[src/hw/rtl/sfa_pkg.sv]
// ----------------------------------------------------------------------------
// Sprite frame animator package
// Shared widths, register indexes, request codes and control structs.
// ----------------------------------------------------------------------------
package sfa_pkg;

    localparam int FRAME_BITS  = 10;
    localparam int TIME_BITS   = 24;
    localparam int ACC_BITS    = TIME_BITS + 1;
    localparam int COL_BITS    = 9;
    localparam int SIZE_BITS   = 13;
    localparam int LEFT_BITS   = 20;
    localparam int TOP_BITS    = 22;
    localparam int RIGHT_BITS  = 21;
    localparam int BOTTOM_BITS = 23;

    localparam int LEFT_FULL_BITS = COL_BITS + SIZE_BITS;
    localparam int TOP_FULL_BITS  = FRAME_BITS + SIZE_BITS;

    localparam int DIV_STEPS    = FRAME_BITS;
    localparam int DIV_CNT_BITS = $clog2(DIV_STEPS + 1);

    localparam int S_TDATA_BITS = 40;
    localparam int M_FIELD_BITS = FRAME_BITS + 1 + LEFT_BITS + TOP_BITS
                                  + RIGHT_BITS + BOTTOM_BITS;
    localparam int M_TDATA_BITS = ((M_FIELD_BITS + 7) / 8) * 8;

    localparam int CFG_IDX_BITS  = 3;
    localparam int CFG_DATA_BITS = 24;

    localparam logic [CFG_IDX_BITS-1:0] CFG_START_FRAME  = 3'd0;
    localparam logic [CFG_IDX_BITS-1:0] CFG_END_FRAME    = 3'd1;
    localparam logic [CFG_IDX_BITS-1:0] CFG_FRAME_DELAY  = 3'd2;
    localparam logic [CFG_IDX_BITS-1:0] CFG_LOOP_ENABLE  = 3'd3;
    localparam logic [CFG_IDX_BITS-1:0] CFG_COLUMNS      = 3'd4;
    localparam logic [CFG_IDX_BITS-1:0] CFG_FRAME_WIDTH  = 3'd5;
    localparam logic [CFG_IDX_BITS-1:0] CFG_FRAME_HEIGHT = 3'd6;

    localparam logic [TIME_BITS-1:0] DELAY_RESET = 24'd1000000;

    localparam logic REQ_TICK = 1'b0;
    localparam logic REQ_SET  = 1'b1;

    typedef struct packed {
        logic load;
        logic accum;
        logic advance;
        logic div_init;
        logic div_step;
        logic mul;
        logic finish;
    } sfa_cmd_t;

    typedef struct packed {
        logic div_last;
        logic out_full;
    } sfa_stat_t;

endpackage

[src/hw/rtl/sfa_ctrl.sv]
// ----------------------------------------------------------------------------
// Sprite frame animator controller
// Sequences accumulate, advance, divide, multiply and result hand-off.
// ----------------------------------------------------------------------------
module sfa_ctrl (
    input  logic              aclk,
    input  logic              aresetn,
    input  logic              s_tvalid,
    output logic              s_tready,
    input  sfa_pkg::sfa_stat_t stat,
    input  logic              m_tready,
    output sfa_pkg::sfa_cmd_t cmd
);
    import sfa_pkg::*;

    typedef enum logic [2:0] {
        S_IDLE,
        S_ACCUM,
        S_ADVANCE,
        S_DIV_INIT,
        S_DIVIDE,
        S_MULT,
        S_FINISH
    } state_t;

    state_t state_reg, state_next;

    always_comb begin
        cmd        = '0;
        s_tready   = 1'b0;
        state_next = state_reg;
        case (state_reg)
            S_IDLE: begin
                s_tready = 1'b1;
                if (s_tvalid) begin
                    cmd.load   = 1'b1;
                    state_next = S_ACCUM;
                end
            end
            S_ACCUM: begin
                cmd.accum  = 1'b1;
                state_next = S_ADVANCE;
            end
            S_ADVANCE: begin
                cmd.advance = 1'b1;
                state_next  = S_DIV_INIT;
            end
            S_DIV_INIT: begin
                cmd.div_init = 1'b1;
                state_next   = S_DIVIDE;
            end
            S_DIVIDE: begin
                cmd.div_step = 1'b1;
                if (stat.div_last) begin
                    state_next = S_MULT;
                end
            end
            S_MULT: begin
                cmd.mul    = 1'b1;
                state_next = S_FINISH;
            end
            S_FINISH: begin
                if (!stat.out_full || m_tready) begin
                    cmd.finish = 1'b1;
                    state_next = S_IDLE;
                end
            end
            default: begin
                state_next = S_IDLE;
            end
        endcase
    end

    always_ff @(posedge aclk) begin
        if (!aresetn) begin
            state_reg <= S_IDLE;
        end else begin
            state_reg <= state_next;
        end
    end

endmodule

[src/hw/rtl/sfa_datapath.sv]
// ----------------------------------------------------------------------------
// Sprite frame animator datapath
// Registers, time accumulator, frame stepping, divider, products, output.
// ----------------------------------------------------------------------------
module sfa_datapath (
    input  logic                                aclk,
    input  logic                                aresetn,
    input  logic                                cfg_valid,
    output logic                                cfg_ready,
    input  logic [sfa_pkg::CFG_IDX_BITS-1:0]    cfg_index,
    input  logic [sfa_pkg::CFG_DATA_BITS-1:0]   cfg_data,
    input  logic [sfa_pkg::S_TDATA_BITS-1:0]    s_tdata,
    input  logic                                s_tuser,
    input  sfa_pkg::sfa_cmd_t                   cmd,
    output sfa_pkg::sfa_stat_t                  stat,
    output logic                                m_tvalid,
    input  logic                                m_tready,
    output logic [sfa_pkg::M_TDATA_BITS-1:0]    m_tdata
);
    import sfa_pkg::*;

    logic [FRAME_BITS-1:0] start_reg, end_reg;
    logic [TIME_BITS-1:0]  delay_reg;
    logic                  loop_reg;
    logic [COL_BITS-1:0]   cols_reg;
    logic [SIZE_BITS-1:0]  fw_reg, fh_reg;

    logic                  type_reg;
    logic [TIME_BITS-1:0]  elapsed_reg;

    logic [ACC_BITS-1:0]   acc_reg;
    logic [FRAME_BITS-1:0] frame_reg;
    logic                  done_reg;

    logic [FRAME_BITS-1:0]   quot_reg;
    logic [COL_BITS-1:0]     rem_reg;
    logic [COL_BITS-1:0]     dvs_reg;
    logic [DIV_CNT_BITS-1:0] cnt_reg;

    logic [LEFT_FULL_BITS-1:0] left_reg;
    logic [TOP_FULL_BITS-1:0]  top_reg;

    logic                    out_valid_reg;
    logic [M_TDATA_BITS-1:0] out_data_reg;

    logic                  active;
    logic [ACC_BITS:0]     sum;
    logic [ACC_BITS-1:0]   sat;
    logic [FRAME_BITS:0]   next_frame;
    logic                  out_of_range;
    logic [COL_BITS:0]     trial;
    logic                  trial_ge;
    logic [LEFT_FULL_BITS:0] right_full;
    logic [TOP_FULL_BITS:0]  bottom_full;
    logic [M_FIELD_BITS-1:0] fields;

    assign cfg_ready = 1'b1;

    assign active       = (type_reg == REQ_TICK) && (end_reg > start_reg);
    assign sum          = {1'b0, acc_reg} + {2'b00, elapsed_reg};
    assign sat          = sum[ACC_BITS] ? {ACC_BITS{1'b1}} : sum[ACC_BITS-1:0];
    assign next_frame   = {1'b0, frame_reg} + {{FRAME_BITS{1'b0}}, 1'b1};
    assign out_of_range = (next_frame < {1'b0, start_reg})
                          || (next_frame > {1'b0, end_reg});
    assign trial        = {rem_reg, quot_reg[FRAME_BITS-1]};
    assign trial_ge     = trial >= {1'b0, dvs_reg};
    assign right_full   = {1'b0, left_reg}
                          + {{(LEFT_FULL_BITS - SIZE_BITS + 1){1'b0}}, fw_reg};
    assign bottom_full  = {1'b0, top_reg}
                          + {{(TOP_FULL_BITS - SIZE_BITS + 1){1'b0}}, fh_reg};
    assign fields = {bottom_full[BOTTOM_BITS-1:0], right_full[RIGHT_BITS-1:0],
                     top_reg[TOP_BITS-1:0], left_reg[LEFT_BITS-1:0],
                     done_reg, frame_reg};

    assign stat.div_last = (cnt_reg == DIV_CNT_BITS'(1));
    assign stat.out_full = out_valid_reg;
    assign m_tvalid      = out_valid_reg;
    assign m_tdata       = out_data_reg;

    always_ff @(posedge aclk) begin
        if (!aresetn) begin
            start_reg <= '0;
            end_reg   <= '0;
            delay_reg <= DELAY_RESET;
            loop_reg  <= 1'b1;
            cols_reg  <= COL_BITS'(1);
            fw_reg    <= SIZE_BITS'(2);
            fh_reg    <= SIZE_BITS'(2);
        end else if (cfg_valid) begin
            case (cfg_index)
                CFG_START_FRAME:  start_reg <= cfg_data[FRAME_BITS-1:0];
                CFG_END_FRAME:    end_reg   <= cfg_data[FRAME_BITS-1:0];
                CFG_FRAME_DELAY:  delay_reg <= cfg_data[TIME_BITS-1:0];
                CFG_LOOP_ENABLE:  loop_reg  <= cfg_data[0];
                CFG_COLUMNS:      cols_reg  <= cfg_data[COL_BITS-1:0];
                CFG_FRAME_WIDTH:  fw_reg    <= cfg_data[SIZE_BITS-1:0];
                CFG_FRAME_HEIGHT: fh_reg    <= cfg_data[SIZE_BITS-1:0];
                default: begin
                end
            endcase
        end
    end

    always_ff @(posedge aclk) begin
        if (!aresetn) begin
            acc_reg   <= '0;
            frame_reg <= '0;
            done_reg  <= 1'b0;
        end else begin
            if (cmd.load && (s_tuser == REQ_SET)) begin
                frame_reg <= s_tdata[TIME_BITS +: FRAME_BITS];
                done_reg  <= 1'b0;
            end
            if (cmd.accum && active) begin
                acc_reg <= sat;
            end
            if (cmd.advance && active && (acc_reg > {1'b0, delay_reg})) begin
                acc_reg <= acc_reg - {1'b0, delay_reg};
                if (!out_of_range) begin
                    frame_reg <= next_frame[FRAME_BITS-1:0];
                end else if (loop_reg) begin
                    frame_reg <= start_reg;
                end else begin
                    frame_reg <= end_reg;
                    done_reg  <= 1'b1;
                end
            end
        end
    end

    always_ff @(posedge aclk) begin
        if (cmd.load) begin
            type_reg    <= s_tuser;
            elapsed_reg <= s_tdata[TIME_BITS-1:0];
        end
        if (cmd.div_init) begin
            quot_reg <= frame_reg;
            rem_reg  <= '0;
            dvs_reg  <= (cols_reg == '0) ? COL_BITS'(1) : cols_reg;
        end else if (cmd.div_step) begin
            quot_reg <= {quot_reg[FRAME_BITS-2:0], trial_ge};
            rem_reg  <= trial_ge ? COL_BITS'(trial - {1'b0, dvs_reg})
                                 : trial[COL_BITS-1:0];
        end
        if (cmd.mul) begin
            left_reg <= LEFT_FULL_BITS'(rem_reg) * LEFT_FULL_BITS'(fw_reg);
            top_reg  <= TOP_FULL_BITS'(quot_reg) * TOP_FULL_BITS'(fh_reg);
        end
        if (cmd.finish) begin
            out_data_reg <= {{(M_TDATA_BITS - M_FIELD_BITS){1'b0}}, fields};
        end
    end

    always_ff @(posedge aclk) begin
        if (!aresetn) begin
            cnt_reg       <= '0;
            out_valid_reg <= 1'b0;
        end else begin
            if (cmd.div_init) begin
                cnt_reg <= DIV_CNT_BITS'(DIV_STEPS);
            end else if (cmd.div_step && (cnt_reg != '0)) begin
                cnt_reg <= cnt_reg - DIV_CNT_BITS'(1);
            end
            if (cmd.finish) begin
                out_valid_reg <= 1'b1;
            end else if (m_tready) begin
                out_valid_reg <= 1'b0;
            end
        end
    end

    a_finish_shows: assert property (@(posedge aclk) disable iff (!aresetn)
        cmd.finish |=> m_tvalid)
        else $error("result not presented after finish");

    a_rem_below_dvs: assert property (@(posedge aclk) disable iff (!aresetn)
        (cnt_reg != '0) |-> (rem_reg < dvs_reg))
        else $error("partial remainder not below divisor");

    a_set_clears_done: assert property (@(posedge aclk) disable iff (!aresetn)
        (cmd.load && (s_tuser == REQ_SET)) |=> !done_reg)
        else $error("set-frame request left complete flag set");

    a_no_finish_while_dividing: assert property (@(posedge aclk)
        disable iff (!aresetn)
        (cnt_reg != '0) |-> !cmd.finish && !cmd.mul)
        else $error("product or result taken before divide finished");

endmodule

[src/hw/rtl/sprite_frame_animator_top.sv]
// ----------------------------------------------------------------------------
// Sprite frame animator
// Frame sequencing over a sprite sheet with source rectangle output.
// m_tvalid comes from the output register set in the finish state. The next
// request waits for the ten-step restoring divider that splits the frame
// index into column and row, the product and the finish step, which stalls
// while a result is unaccepted. A finished result waits in the output
// register while the next request is taken. Reset (aresetn low, synchronous)
// restores register defaults, clears accumulator, frame, complete flag; no clearing pass.
// ----------------------------------------------------------------------------
module sprite_frame_animator_top (
    input  logic                              aclk,
    input  logic                              aresetn,
    input  logic                              cfg_valid,
    output logic                              cfg_ready,
    input  logic [sfa_pkg::CFG_IDX_BITS-1:0]  cfg_index,
    input  logic [sfa_pkg::CFG_DATA_BITS-1:0] cfg_data,
    input  logic                              s_tvalid,
    output logic                              s_tready,
    // elapsed[23:0], frame_number[33:24], zero fill
    input  logic [sfa_pkg::S_TDATA_BITS-1:0]  s_tdata,
    // req_type[0]
    input  logic                              s_tuser,
    output logic                              m_tvalid,
    input  logic                              m_tready,
    // current_frame[9:0], complete[10], rect_left[30:11], rect_top[52:31],
    // rect_right[73:53], rect_bottom[96:74], zero fill
    output logic [sfa_pkg::M_TDATA_BITS-1:0]  m_tdata
);
    import sfa_pkg::*;

    sfa_cmd_t  cmd;
    sfa_stat_t stat;

    sfa_ctrl u_ctrl (
        .aclk     (aclk),
        .aresetn  (aresetn),
        .s_tvalid (s_tvalid),
        .s_tready (s_tready),
        .stat     (stat),
        .m_tready (m_tready),
        .cmd      (cmd)
    );

    sfa_datapath u_datapath (
        .aclk      (aclk),
        .aresetn   (aresetn),
        .cfg_valid (cfg_valid),
        .cfg_ready (cfg_ready),
        .cfg_index (cfg_index),
        .cfg_data  (cfg_data),
        .s_tdata   (s_tdata),
        .s_tuser   (s_tuser),
        .cmd       (cmd),
        .stat      (stat),
        .m_tvalid  (m_tvalid),
        .m_tready  (m_tready),
        .m_tdata   (m_tdata)
    );

endmodule
[config.mk]
export PLATFORM = sky130hd
export DESIGN_NAME = sprite_frame_animator_top
export DESIGN_NICKNAME = d
export VERILOG_FILES = /design/src/hw/rtl/sfa_pkg.sv /design/src/hw/rtl/sfa_ctrl.sv /design/src/hw/rtl/sfa_datapath.sv /design/src/hw/rtl/sprite_frame_animator_top.sv
export SDC_FILE = /design/constraint.sdc
export NUM_CORES = 1
export LEC_CHECK = 0
export ABC_AREA = 0
export BUFFER_PORTS_ARGS = -buffer_cell sky130_fd_sc_hd__buf_2
export CAP_MARGIN = 20
export CORE_MARGIN = 8
export CORE_UTILIZATION = 63
export CTS_BUF_LIST = sky130_fd_sc_hd__clkbuf_8
export DETAILED_ROUTE_END_ITERATION = 12
export PLACE_DENSITY = 0.83
export SLEW_MARGIN = 30
export SYNTH_ARGS = -nofsm -noshare
export SYNTH_HDL_FRONTEND = slang
export SYNTH_SLANG_ARGS = --single-unit
[constraint.sdc]
create_clock -name aclk -period 7.65 [get_ports aclk]
set_input_delay 0.3825 -clock aclk [delete_from_list [all_inputs] [get_ports aclk]]
set_output_delay 0.3825 -clock aclk [all_outputs]
set_load 0.03 [all_outputs]
Word-level counts from Yosys, hierarchy flattened:

Cells that the tools add are included.

* output and inout port bits: 107
* input bits: 73
* logic and storage cells: 113
* flip-flop bits (word level): 318

* bitwise gates (word level): 2
* $add $sub $neg: 7
* multipliers: 2
* $lt $le $gt $ge: 5
* mux-type cells: 32
* reduce and logical (&&, ||, !) cells: 27
* equality and inequality tests: 16

Operator list (count)
* two-way mux 25 bit: 3
* two-way mux 10 bit: 6
* adder 25 x 24 -> 26 bit: 1
* greater-than comparator 25 x 24 -> 1 bit: 1
* subtractor 25 x 24 -> 25 bit: 1
* adder 23 x 13 -> 23 bit: 1
* multiplier 10 x 13 -> 23 bit: 1
* adder 21 x 13 -> 21 bit: 1
* multiplier 9 x 13 -> 21 bit: 1
* one-hot mux 3 bit (7 select lines): 1
* == test 3 bit, second input constant: 6
* two-way mux 1 bit: 16
* AND reduction 2 bit: 7
* == test 3 x 2 -> 1 bit, second input constant: 4
* adder 10 x 1 -> 11 bit, second input constant: 1
* greater-than comparator 11 x 10 -> 1 bit: 1
* less-than comparator 11 x 10 -> 1 bit: 1
* >= comparator 10 x 9 -> 1 bit: 1
* greater-than comparator 10 bit: 1
* nonzero test 2 bit: 5
* zero test 9 bit: 1
* two-way mux 3 bit: 3
* two-way mux 9 bit: 1
* subtractor 9 bit: 1
* 14 further kinds: 25

Depth between registers and ports, before layout:

* depth in word-level cells: 7
* depth in mapped cells: 22

Modules after synthesis:

From an unflattened synthesis, not the netlist that was laid out.

* cells, all modules: 2494
* area total of the unflattened synthesis: 24009.3 sq um

Modules (own cells, without submodules)
* sfa_datapath: times used 1, cells each 2466, sequential area each 8157.8 sq um, area each 23785.3 sq um
* sfa_ctrl: times used 1, cells each 28, sequential area each 60.1 sq um, area each 224.0 sq um

Worst setup path before layout:

No wires, ideal clock.

* path type: register to register
* from: reg u_datapath.quot_reg[3]
* to: reg u_datapath.top_reg[22] (data pin)
* buffers on the path: 1
* clock period less this slack: 5.537 ns
* stages on the path, launching flop included: 22
* slack: 2.113 ns
* library setup time: 0.265 ns
* data arrival time: 5.272 ns
* path through: edfxtp_1 clkbuf_1 nand2_1 fa_1 inv_1 fa_1 inv_1 fa_1 inv_1 fa_1 inv_1 fa_1 inv_1 ha_1 nor2_1 or4b_1 a31oi_1 nand2b_1 a41oi_1 o21ai_0 a21oi_1 a31oi_1

* longest elaborated chain between the ends: 1

RTL lines
* from (decl): RTL line sfa_datapath.sv:35 `logic [FRAME_BITS-1:0] quot_reg;`
* from (signal assigned): RTL line sfa_datapath.sv:137 `quot_reg <= frame_reg;`
* from (signal assigned): RTL line sfa_datapath.sv:141 `quot_reg <= {quot_reg[FRAME_BITS-2:0], trial_ge};`
* multiplier 10 x 13 -> 23 bit: RTL line sfa_datapath.sv:147 `top_reg <= TOP_FULL_BITS'(quot_reg) * TOP_FULL_BITS'(fh_reg);`
* to (signal assigned): RTL line sfa_datapath.sv:147
* to (decl): RTL line sfa_datapath.sv:41 `logic [TOP_FULL_BITS-1:0] top_reg;`

No other way between the ends.
A chain may end at the register's enable or synchronous reset.

Worst setup path after layout:

* from: reg u_datapath.quot_reg[3]
* to: reg u_datapath.top_reg[21] (data pin)

The elaborated chain is that of the path after synthesis.

==> impl_metrics.ini <==
[run_status]
status = completed

[yosys]
yosysWarnings = 0
synth_seq_cells = 318
syn-cell-area_sq_um = 23880
yosysUniqueCellTypes = 72
synthFlopType = edfxtp_1
synth_area_leaders = edfxtp_1 23%, fa_1 14%, ha_1 11%
synth_top_area_share_pct = 23.26
async_flop_share_pct = 0
syn_inst = 2525
synth_edf_count = 185
yosysTopAreaCell = edfxtp_1
yosysSeqAreaShare_pct = 34.41
avgSynthCellArea_sq_um = 9.458

[worst_setup_path]
crit_required_ns = 8.01
cp_num_buf_inv = 5
r2r_start = u_datapath.quot_reg[3]$_DFFE_PP_
reg2reg_slack_ns = 1.64
crit_type = register to register
crit_start = u_datapath.quot_reg[3]$_DFFE_PP_
endpoint = u_datapath.top_reg[21]$_DFFE_PN_
r2r-end = u_datapath.top_reg[21]$_DFFE_PN_
path_delay_family = adder cells
crit_slowest_cell = o41ai_1
startpoint_type = register
crit_chain = nand2_1, fa_1, inv_1, fa_1, inv_1, fa_1, inv_1, fa_1, inv_1, fa_1, inv_1, ha_1, o41ai_1, o21a_1, a21oi_1, nor2b_1, nor3_1, a22o_1, xnor2_1
rr_worst_depth = 19
worstPathArrival_ns = 6.37
crit_fanout = 14
end_kind = register
critPathMaxStageDelay_ns = 0.70
cp_num_cells = 19

[sta]
fmax_ghz = 0.1665
rsz0062_at_grt = no
finalSetupViolations = 0
tightest_slew_ns = 0.9152
fin_ws_ns = 1.645
hold_viol = 0
slew_headroom_pct = 38.76
finalCritPeriodShare_pct = 78.50
slew_violations = 0
fin_setup_tns_ns = 0
min_period_ns = 6.005
clock_skew_ns = 0.03306

[finish]
filler_cell_count = 2862
final_cell_mix = 390 x nand2_1, 287 x inv_1, 213 x ha_1
area_delta_synth_final_pct = 10.97
fin_cells = 3235
layout_commonest_cell = nand2_1
multi_input_area_sq_um = 14240
drive_gt1_share_pct = 10.17
ff_latch_area_sq_um = 8218
largest_reg_flops = 97
final_nets = 3135

[route]
drt_iter0_drc = 1269
drc = 0
ant_nets = 0
wirelength_microns = 56920
first_pass_iters = 9
wl_per_cell_microns = 17.60
viasPerCell = 5.775
num_vias = 18680

[global_route]
grt_antenna_before_repair = 2
met1_usage_pct = 32.31
busiest_layer = met2
grt_util_all_layers_pct = 25.70
grt_pass1_vias = 19370
grt_overflow = 0
grt_pass1_wl_microns = 94180
gr-usage-met2_pct = 43.64
grtUsageMet3_pct = 4.629
grt_max_degree = 87

[power]
totalPowerFinal_mw = 4.460
power_density_nw_per_um2 = 168.3
p_leak_nw = 11.94
ir_drop_v = 0.0001691

[placement]
hpwl_microns = 42840
place_ws_ns = 1.718
gp_congestion = 0.9122
place_inst = 3102
io_buffers = 165

[clocking]
path_clk_slew_ns = 0.06
cts-htree-levels = 2
cts_buffers = 52
insertion_delay_ns = 0.64
cts_tree = built
hold_buffers = 36
clockBufferDepth = 3
clkSinkCount = 318
cts-root-buf = clkbuf_8
cts_resized = 0
post_cts_buffers = 0

[floorplanning]
die_h_microns = 210.7
dieArea_sq_um = 44390
pin_count = 180
core_sq_um = 37490
start_util_pct = 63.70
rows = 71
die_x_microns = 210.7

[flow_run]
cap_violations = 0

[min_path]
min_path_type = input pin to register
-- how the worst min path moves through the flow --
stage                                         from                                  to  slack, ns  cells past startpoint
CTS                                   cfg_data[10]  u_datapath.fw_reg[10]$_SDFFE_PN0P_       0.02                      3
detailed placement  u_datapath.done_reg$_SDFF_PN0_    u_datapath.m_tdata[10]$_DFFE_PP_       0.43                      0
global placement    u_datapath.done_reg$_SDFF_PN0_    u_datapath.m_tdata[10]$_DFFE_PP_       0.42                      0
global route                          cfg_data[10]  u_datapath.fw_reg[10]$_SDFFE_PN0P_       0.04                      3
finish                                cfg_data[10]  u_datapath.fh_reg[10]$_SDFFE_PN0P_       0.07                      3
floorplan           u_datapath.done_reg$_SDFF_PN0_    u_datapath.m_tdata[10]$_DFFE_PP_       0.41                      0
-- Yosys cell counts (10+ instances only) --
master and instances:
nand2_1 390, inv_1 271, ha_1 213, edfxtp_1 185
a21oi_1 174, fa_1 168, and2_1 133, dfxtp_1 133
nor2_1 117, clkbuf_1 98, xnor2_1 85, o21ai_0 64
a21o_1 43, nor3_1 41, nand3_1 38, xor2_1 36
a211oi_1 32, o211ai_1 29, mux2i_1 25, nor2b_1 22
o21a_1 20, nand2b_1 19, and3_1 17, a31oi_1 15
nand4_1 10, o21bai_1 10
-- stage by stage --
stage	instance area, sq um	utilization, %	hold slack [ns]
floorplan	23900	-	0.4086
global placement	24970	66.61	0.4208
detailed placement	25020	66.73	0.4310
CTS	26490	70.67	0.01600
global route	26500	70.69	0.04035
finish	26500	70.69	0.07111
-- where the power goes --
group          internal (mW)  switching [mW]
clock                  0.882           0.706
combinational          0.362           0.496
sequential              1.88           0.138
-- logic make-up after synthesis --
group / after synthesis / synth area share [%]
compound gates: 471 / 12.62
other cells: 2 / 0.03145
simple gates: 822 / 15.98
fa+ha+maj: 381 / 25.24
flops: 318 / 34.41
mux: 26 / 1.095
buf+inv: 384 / 6.183
xor+xnor: 121 / 4.438
-- per-layer routing --
layer	share of wire, %	up-vias	wire [microns]
li1	-	8860	-
met1	41	8961	23320
met2	48	711	27580
met3	7.4	148	4224
met4	3.2	2	1796
met5	0.014	-	8
-- area by class of cell --
class | instances | area share [%]
Multi-Input combinational cell | 1829 | 53.73
Sequential cell | 318 | 31.01
Timing Repair Buffer | 209 | 4.778
Inverter | 271 | 3.839
Clock buffer | 63 | 3.272
Tap cell | 511 | 2.413
Clock inverter | 33 | 0.9443
Antenna cell | 1 | 0.009443
-- worst reg2reg max path, cell delays in order, from the launching register on --
cell and delay (ns):
edfxtp_1 0.66, nand2_1 0.15, fa_1 0.56, inv_1 0.05
fa_1 0.51, inv_1 0.05, fa_1 0.48, inv_1 0.06
fa_1 0.53, inv_1 0.05, fa_1 0.53, inv_1 0.04
ha_1 0.23, o41ai_1 0.70, o21a_1 0.31, a21oi_1 0.12
nor2b_1 0.16, nor3_1 0.29, a22o_1 0.19, xnor2_1 0.06
Note: power is estimated with default switching activity, not from simulation.
